<file path="config.mk">
export PLATFORM = sky130hd
export DESIGN_NAME = c_style_escape_decoder
export DESIGN_NICKNAME = d
export VERILOG_FILES = /design/src/rtl/core/cesc_pkg.sv /design/src/rtl/core/c_style_escape_decoder.sv
export SDC_FILE = /design/constraint.sdc
export NUM_CORES = 1
export LEC_CHECK = 0
export ABC_CLOCK_PERIOD_IN_PS = 4000
export BUFFER_PORTS_ARGS = -buffer_cell sky130_fd_sc_hd__buf_2
export CORE_MARGIN = 4
export CORE_UTILIZATION = 46
export CTS_CLUSTER_SIZE = 20
export DETAILED_ROUTE_END_ITERATION = 7
export MAX_ROUTING_LAYER = met4
export PLACE_DENSITY = 0.72
export SYNTH_ARGS = -nofsm -noshare
export SYNTH_HDL_FRONTEND = slang
export SYNTH_SLANG_ARGS = --single-unit
</file>
<file path="constraint.sdc">
create_clock -name clk -period 4 [get_ports clk]
set_input_delay 0.4 -clock clk [delete_from_list [all_inputs] [get_ports clk]]
set_output_delay 0.4 -clock clk [all_outputs]
set_load 0.005 [all_outputs]
</file>
<file path="src/rtl/core/cesc_pkg.sv">
// ----------------------------------------------------------------------------
// cesc_pkg
// Shared types, character constants and the escape-letter table for the
// C-style escape decoder.
// ----------------------------------------------------------------------------
package cesc_pkg;

  localparam int unsigned ByteWidth  = 8;
  localparam int unsigned DigitWidth = 6;
  localparam int unsigned MaxResults = 4;

  localparam logic [ByteWidth-1:0] BACKSLASH  = 8'h5C;
  localparam logic [ByteWidth-1:0] QUOTE      = 8'h22;
  localparam logic [ByteWidth-1:0] OCTAL_LOW  = 8'h30;
  localparam logic [ByteWidth-1:0] OCTAL_HIGH = 8'h37;

  typedef enum logic [1:0] {
    PH_IDLE  = 2'd0,
    PH_SLASH = 2'd1,
    PH_ONE   = 2'd2,
    PH_TWO   = 2'd3
  } phase_t;

  typedef struct packed {
    logic                 hit;
    logic [ByteWidth-1:0] code;
  } letter_t;

  // Map an escape letter to its control byte.
  function automatic letter_t letter_lookup(input logic [ByteWidth-1:0] ch);
    letter_t res;
    res.hit  = 1'b1;
    res.code = ch;
    case (ch)
      BACKSLASH: res.code = BACKSLASH;
      QUOTE:     res.code = QUOTE;
      8'h61:     res.code = 8'h07;  // a
      8'h62:     res.code = 8'h08;  // b
      8'h74:     res.code = 8'h09;  // t
      8'h6E:     res.code = 8'h0A;  // n
      8'h76:     res.code = 8'h0B;  // v
      8'h66:     res.code = 8'h0C;  // f
      8'h72:     res.code = 8'h0D;  // r
      default:   res.hit  = 1'b0;
    endcase
    return res;
  endfunction

  // ASCII character of one octal digit.
  function automatic logic [ByteWidth-1:0] digit_char(input logic [2:0] d);
    return OCTAL_LOW | {5'd0, d};
  endfunction

endpackage

</file>
<file path="src/rtl/core/c_style_escape_decoder.sv">
// ----------------------------------------------------------------------------
// c_style_escape_decoder
// Path: an accepted byte waits in the input register until the result
//   register drains, then its results are loaded there and presented.
// Throughput: one input byte per cycle while each byte yields at most one
//   result and out_stall is low; a byte yielding two or more results stalls
//   the input until the single-byte output port is taking the last of them
//   from the result register.
// Reset: synchronous, clears the escape phase, held digits and both stages.
// ----------------------------------------------------------------------------
module c_style_escape_decoder (
  input  logic                          clk,
  input  logic                          rst,
  input  logic                          in_valid,
  output logic                          in_stall,
  input  logic [cesc_pkg::ByteWidth-1:0] text_byte,
  input  logic                          end_of_text,
  output logic                          out_valid,
  input  logic                          out_stall,
  output logic [cesc_pkg::ByteWidth-1:0] plain_byte,
  output logic                          end_of_output
);
  import cesc_pkg::*;

  // input register
  logic                 hold_valid;
  logic [ByteWidth-1:0] hold_byte;
  logic                 hold_last;

  // escape state
  phase_t                phase;
  phase_t                phase_next;
  phase_t                mid_phase;
  logic [DigitWidth-1:0] digits;
  logic [DigitWidth-1:0] digits_next;
  logic [DigitWidth-1:0] mid_digits;

  // result register
  logic [ByteWidth-1:0] res_byte [MaxResults];
  logic [2:0]           res_left;
  logic [1:0]           res_idx;
  logic                 res_end;

  // decoded result list
  logic [ByteWidth-1:0] seq [MaxResults];
  logic [2:0]           seq_cnt;

  logic    take;
  logic    drain_ok;
  logic    move;
  logic    accept;
  logic    is_octal;
  logic    plain_pass;
  letter_t letter;
  logic [8:0] octal_value;

  assign take     = out_valid && !out_stall;
  assign drain_ok = (res_left == 3'd0) || ((res_left == 3'd1) && take);
  assign move     = hold_valid && drain_ok;
  assign in_stall = hold_valid && !drain_ok;
  assign accept   = in_valid && !in_stall;

  assign is_octal    = hold_byte inside {[OCTAL_LOW:OCTAL_HIGH]};
  assign letter      = letter_lookup(hold_byte);
  assign octal_value = {digits, hold_byte[2:0]};

  always_ff @(posedge clk) begin
    if (rst) begin
      hold_valid <= 1'b0;
    end else if (accept) begin
      hold_valid <= 1'b1;
    end else if (move) begin
      hold_valid <= 1'b0;
    end
    if (accept) begin
      hold_byte <= text_byte;
      hold_last <= end_of_text;
    end
  end

  // Phase after this byte, before any end-of-text flush, and the stored phase and digits, cleared at end of text.
  always_comb begin : next_phase
    mid_phase  = (hold_byte == BACKSLASH) ? PH_SLASH : PH_IDLE;
    mid_digits = '0;
    case (phase)
      PH_IDLE: begin
      end
      PH_SLASH: begin
        if (letter.hit) begin
          mid_phase = PH_IDLE;
        end else if (is_octal) begin
          mid_phase  = PH_ONE;
          mid_digits = {3'd0, hold_byte[2:0]};
        end
      end
      PH_ONE: begin
        if (is_octal) begin
          mid_phase  = PH_TWO;
          mid_digits = {digits[2:0], hold_byte[2:0]};
        end
      end
      PH_TWO: begin
        if (is_octal) begin
          mid_phase = PH_IDLE;
        end
      end
      default: begin
        mid_phase = PH_IDLE;
      end
    endcase
    phase_next  = hold_last ? PH_IDLE : mid_phase;
    digits_next = hold_last ? '0 : mid_digits;
  end

  // Results of this byte, then the flush of whatever is still pending.
  always_comb begin : decode_results
    for (int i = 0; i < MaxResults; i++) begin
      seq[i] = '0;
    end
    seq_cnt    = '0;
    plain_pass = 1'b0;
    case (phase)
      PH_IDLE: begin
        plain_pass = 1'b1;
      end
      PH_SLASH: begin
        if (letter.hit) begin
          seq[seq_cnt[1:0]] = letter.code;
          seq_cnt = seq_cnt + 3'd1;
        end else if (!is_octal) begin
          seq[seq_cnt[1:0]] = BACKSLASH;
          seq_cnt = seq_cnt + 3'd1;
          plain_pass = 1'b1;
        end
      end
      PH_ONE: begin
        if (!is_octal) begin
          seq[seq_cnt[1:0]] = BACKSLASH;
          seq_cnt = seq_cnt + 3'd1;
          seq[seq_cnt[1:0]] = digit_char(digits[2:0]);
          seq_cnt = seq_cnt + 3'd1;
          plain_pass = 1'b1;
        end
      end
      PH_TWO: begin
        if (is_octal && octal_value != 9'd0 && !octal_value[8]) begin
          seq[seq_cnt[1:0]] = octal_value[7:0];
          seq_cnt = seq_cnt + 3'd1;
        end else begin
          // zero or oversized value, or a broken sequence: pass literally
          seq[seq_cnt[1:0]] = BACKSLASH;
          seq_cnt = seq_cnt + 3'd1;
          seq[seq_cnt[1:0]] = digit_char(digits[5:3]);
          seq_cnt = seq_cnt + 3'd1;
          seq[seq_cnt[1:0]] = digit_char(digits[2:0]);
          seq_cnt = seq_cnt + 3'd1;
          if (is_octal) begin
            seq[seq_cnt[1:0]] = hold_byte;
            seq_cnt = seq_cnt + 3'd1;
          end else begin
            plain_pass = 1'b1;
          end
        end
      end
      default: begin
      end
    endcase
    if (plain_pass && hold_byte != BACKSLASH) begin
      seq[seq_cnt[1:0]] = hold_byte;
      seq_cnt = seq_cnt + 3'd1;
    end
    if (hold_last && mid_phase != PH_IDLE) begin
      seq[seq_cnt[1:0]] = BACKSLASH;
      seq_cnt = seq_cnt + 3'd1;
      if (mid_phase == PH_TWO) begin
        seq[seq_cnt[1:0]] = digit_char(mid_digits[5:3]);
        seq_cnt = seq_cnt + 3'd1;
      end
      if (mid_phase == PH_ONE || mid_phase == PH_TWO) begin
        seq[seq_cnt[1:0]] = digit_char(mid_digits[2:0]);
        seq_cnt = seq_cnt + 3'd1;
      end
    end
  end

  always_ff @(posedge clk) begin
    if (rst) begin
      phase    <= PH_IDLE;
      digits   <= '0;
      res_left <= '0;
      res_idx  <= '0;
    end else if (move) begin
      phase    <= phase_next;
      digits   <= digits_next;
      res_left <= seq_cnt;
      res_idx  <= '0;
    end else if (take) begin
      res_left <= res_left - 3'd1;
      res_idx  <= res_idx + 2'd1;
    end
    if (move) begin
      res_byte <= seq;
      res_end  <= hold_last;
    end
  end

  assign out_valid     = res_left != 3'd0;
  assign plain_byte    = res_byte[res_idx];
  assign end_of_output = res_end && (res_left == 3'd1);

`ifndef SYNTHESIS
  a_left_bounded: assert property (@(posedge clk) disable iff (rst)
    res_left <= 3'(MaxResults))
    else $error("result count exceeds four");

  a_idx_in_range: assert property (@(posedge clk) disable iff (rst)
    out_valid |-> ({1'b0, res_idx} + res_left) <= 3'(MaxResults))
    else $error("result index runs past the loaded list");

  a_last_idles: assert property (@(posedge clk) disable iff (rst)
    (move && hold_last) |=> (phase == PH_IDLE && digits == '0))
    else $error("escape state survives end of text");

  a_drain_empties: assert property (@(posedge clk) disable iff (rst)
    (take && res_left == 3'd1 && !move) |=> !out_valid)
    else $error("result register not empty after final byte taken");

  a_stall_blocks_move: assert property (@(posedge clk) disable iff (rst)
    (move && seq_cnt != 3'd0) |=> out_valid)
    else $error("loaded results not presented");
`endif

endmodule
</file>
==> run metrics <==
clock latency on the worst-skew pair 0.32 ns; Synthesized Nets 452; endpoints failing hold 0; Synth cell types 71; clock edge transition at the registers on the reported setup and hold paths 0.11 ns; Power per Cell Area 350 nW/um^2; Root Buffer clkbuf_8; row count 33; worst rel slew slack 45.8%; Area after DPL 4400 sq um; dpl hpwl 9280 um; outcome complete, no violations; fill cell count 744; post-synthesis sequential area ratio 39.1%; kind of critical path reg -> reg; post-layout utilization of the core 55.3%; fmax 0.263 GHz; Setup TNS Final 0 ns; mapped cell area 3940 sq um; Port Buffer Count 23; Yosys reg bits 56; CP Launch Type register; Overall Power 1.60 mW; WP data arrival 4.09 ns; top fanout value on the critical path 12; die area 10,100 sq um; Hold WS 0.248 ns; chip height 101 um; r2r worst-path depth 16; first-pass GRT wire length 19,200 um; Finished Cell Area 4560 sq um; Slew Viols, Final 0; drt pass-1 iters 5; fin crit period 3.81 ns; clk_skew 0.00958 ns; ys flop type edfxtp_1; H-tree level count 2; DRT antenna net count 0; layout cells sized above 1 22.0%; HP Class in -> reg; Placer Congestion 1.09; MaxCap Viol Count 0; GRT overflow 0; vias 3,596; pin count of the biggest net entering global routing 43; chip width 101 um; final net count 502; area of the multi-input gates 2270 sq um; clock buffer depth 2; Yosys Warn Count 0; unrepaired setup endpoints after global routing yes; CTS tree built; VDD IR max 0.202 mV; Placed Instances 564; fin crit share 95.2%; cell count after synthesis 417; total track usage 25.3%; CTS Hold Buffers Added 0; Ports 24; Setup WS post-layout 0.191 ns; Initial Utilization 47.8%; register area 1540 sq um; Critical Path RT 4.28 ns; DR iter-0 viols 404; core area 8260 sq um; vias per cell 6.28; pre-CTS WS 0.0297 ns; Area Overhead vs Synth 15.7%; commonest non-fill, non-tap cells in the layout nand2_1, buf_4, edfxtp_1, nor2_1, a21oi_1; number of synthesized flops with an enable pin 42; setup violators final 0; vias in the first global route 3,459; n_diodes 0; P_leak 1.78 nW; CTS buffer count 5; clock sinks 56; crit path from hold_byte[6]$_DFFE_PP_; DR WL/cell 21.1 um; Min-Delay Startpoint text_byte[5]; Worst setup EP type register; initial antenna violation count 0; Final Routed Wirelength 12,100 um; Final Non-Filler Cells 573; hold depth 1; DRC 0; asr flop ratio synth 0%; FF-to-FF Start hold_byte[6]$_DFFE_PP_; Worst-Margin Slew 0.808 ns; Avg Cell Area, Syn 9.46 sq um; leading cell type in the layout, fill and taps excluded nand2_1
Yosys cell counts, types with 4 or more instances:
master	instances	share of area (%)
nand2_1	54	5.1
edfxtp_1	42	32
nor2_1	37	3.5
a21oi_1	25	3.2
ha_1	22	7.0
o21ai_0	19	2.4
clkbuf_1	17	1.6
inv_1	16	1.5
dfxtp_1	14	7.1
and2_1	10	1.6
a21o_1	8	1.5
a22oi_1	8	1.5
mux4_2	8	4.6
nand3_1	7	0.89
a211oi_1	6	1.1
nand2b_1	6	0.95
nor3_1	6	0.76
nor4_1	6	0.95
o21a_1	6	1.1
mux2i_1	5	1.3
nand3b_1	5	0.95
nor3b_1	5	0.95
o211ai_1	5	0.95
xnor2_1	5	1.1
a221oi_1	4	0.89
a32oi_1	4	0.89
and4_1	4	0.89
worst max-delay path: stages, from the launching register on:
cell      delay (ns)
edfxtp_1        0.42
buf_4           0.21
and3b_1         0.20
o211a_1         0.26
a211oi_2        0.25
o21a_1          0.29
o2bb2a_1        0.26
buf_4           0.16
ha_1            0.21
o31a_1          0.32
inv_1           0.08
ha_1            0.23
mux2i_1         0.14
nor2_1          0.06
a211oi_1        0.35
buf_4           0.19
o21ba_2         0.13
final cells by class:
type	count	share of cell area, %
multi-input cells	320	49.6
flip-flops and latches	56	33.8
repair buffers	66	9.59
well taps	105	2.88
inverters	18	1.56
clock buffers	5	1.51
clock inverters	3	1.01
kinds of logic (layout without fill, tap and decap cells):
group	after synthesis	in the layout	share of synthesized area, %
AO/OA/AOI/OAI	114	114	19.9
XOR/XNOR	7	7	1.75
adder cells (fa/ha/maj)	22	22	6.98
buffers and inverters	41	92	4.38
flip-flops	56	56	39.1
multiplexers	13	13	5.84
AND/OR/NAND/NOR	164	164	22.1
flip-flops by register name, indices dropped and copies added, names as in the netlist:
signal	flops
phase	2
hold_byte	8
res_idx	2
hold_last	1
res_left	3
res_byte	32
hold_valid	1
digits	6
res_end	1
path summary, 6_finish.rpt:
| check | end | slack (ns) |
|---|---|---|
| worst max-delay path | res_left[1]$_SDFFE_PP0P_ | 0.19 |
| worst min-delay path | hold_byte[5]$_DFFE_PP_ | 0.25 |
| worst max register to register | res_left[1]$_SDFFE_PP0P_ | 0.19 |
| worst min register to register | phase[1]$_SDFFE_PP0P_ | 0.50 |
metal layers:
layer | GRT usage [%] | vias up | routed length, um
li1 | - | 1660 | -
met2 | 38.1 | 198 | 5370
met4 | 7.98 | 0 | 413
met1 | 35.1 | 1694 | 5280
met3 | 4.01 | 44 | 1010
met5 | - | - | 0
repair_timing:
action                     CTS  global route
setup endpoints to repair    1            21
resized for setup            1            10
setup buffers                0             1
power breakdown:
| part | switching (mW) | internal, mW |
|---|---|---|
| sequential | 0.0646 | 0.736 |
| clock | 0.202 | 0.189 |
| combinational | 0.218 | 0.187 |
(Power assumes the default switching activity.)
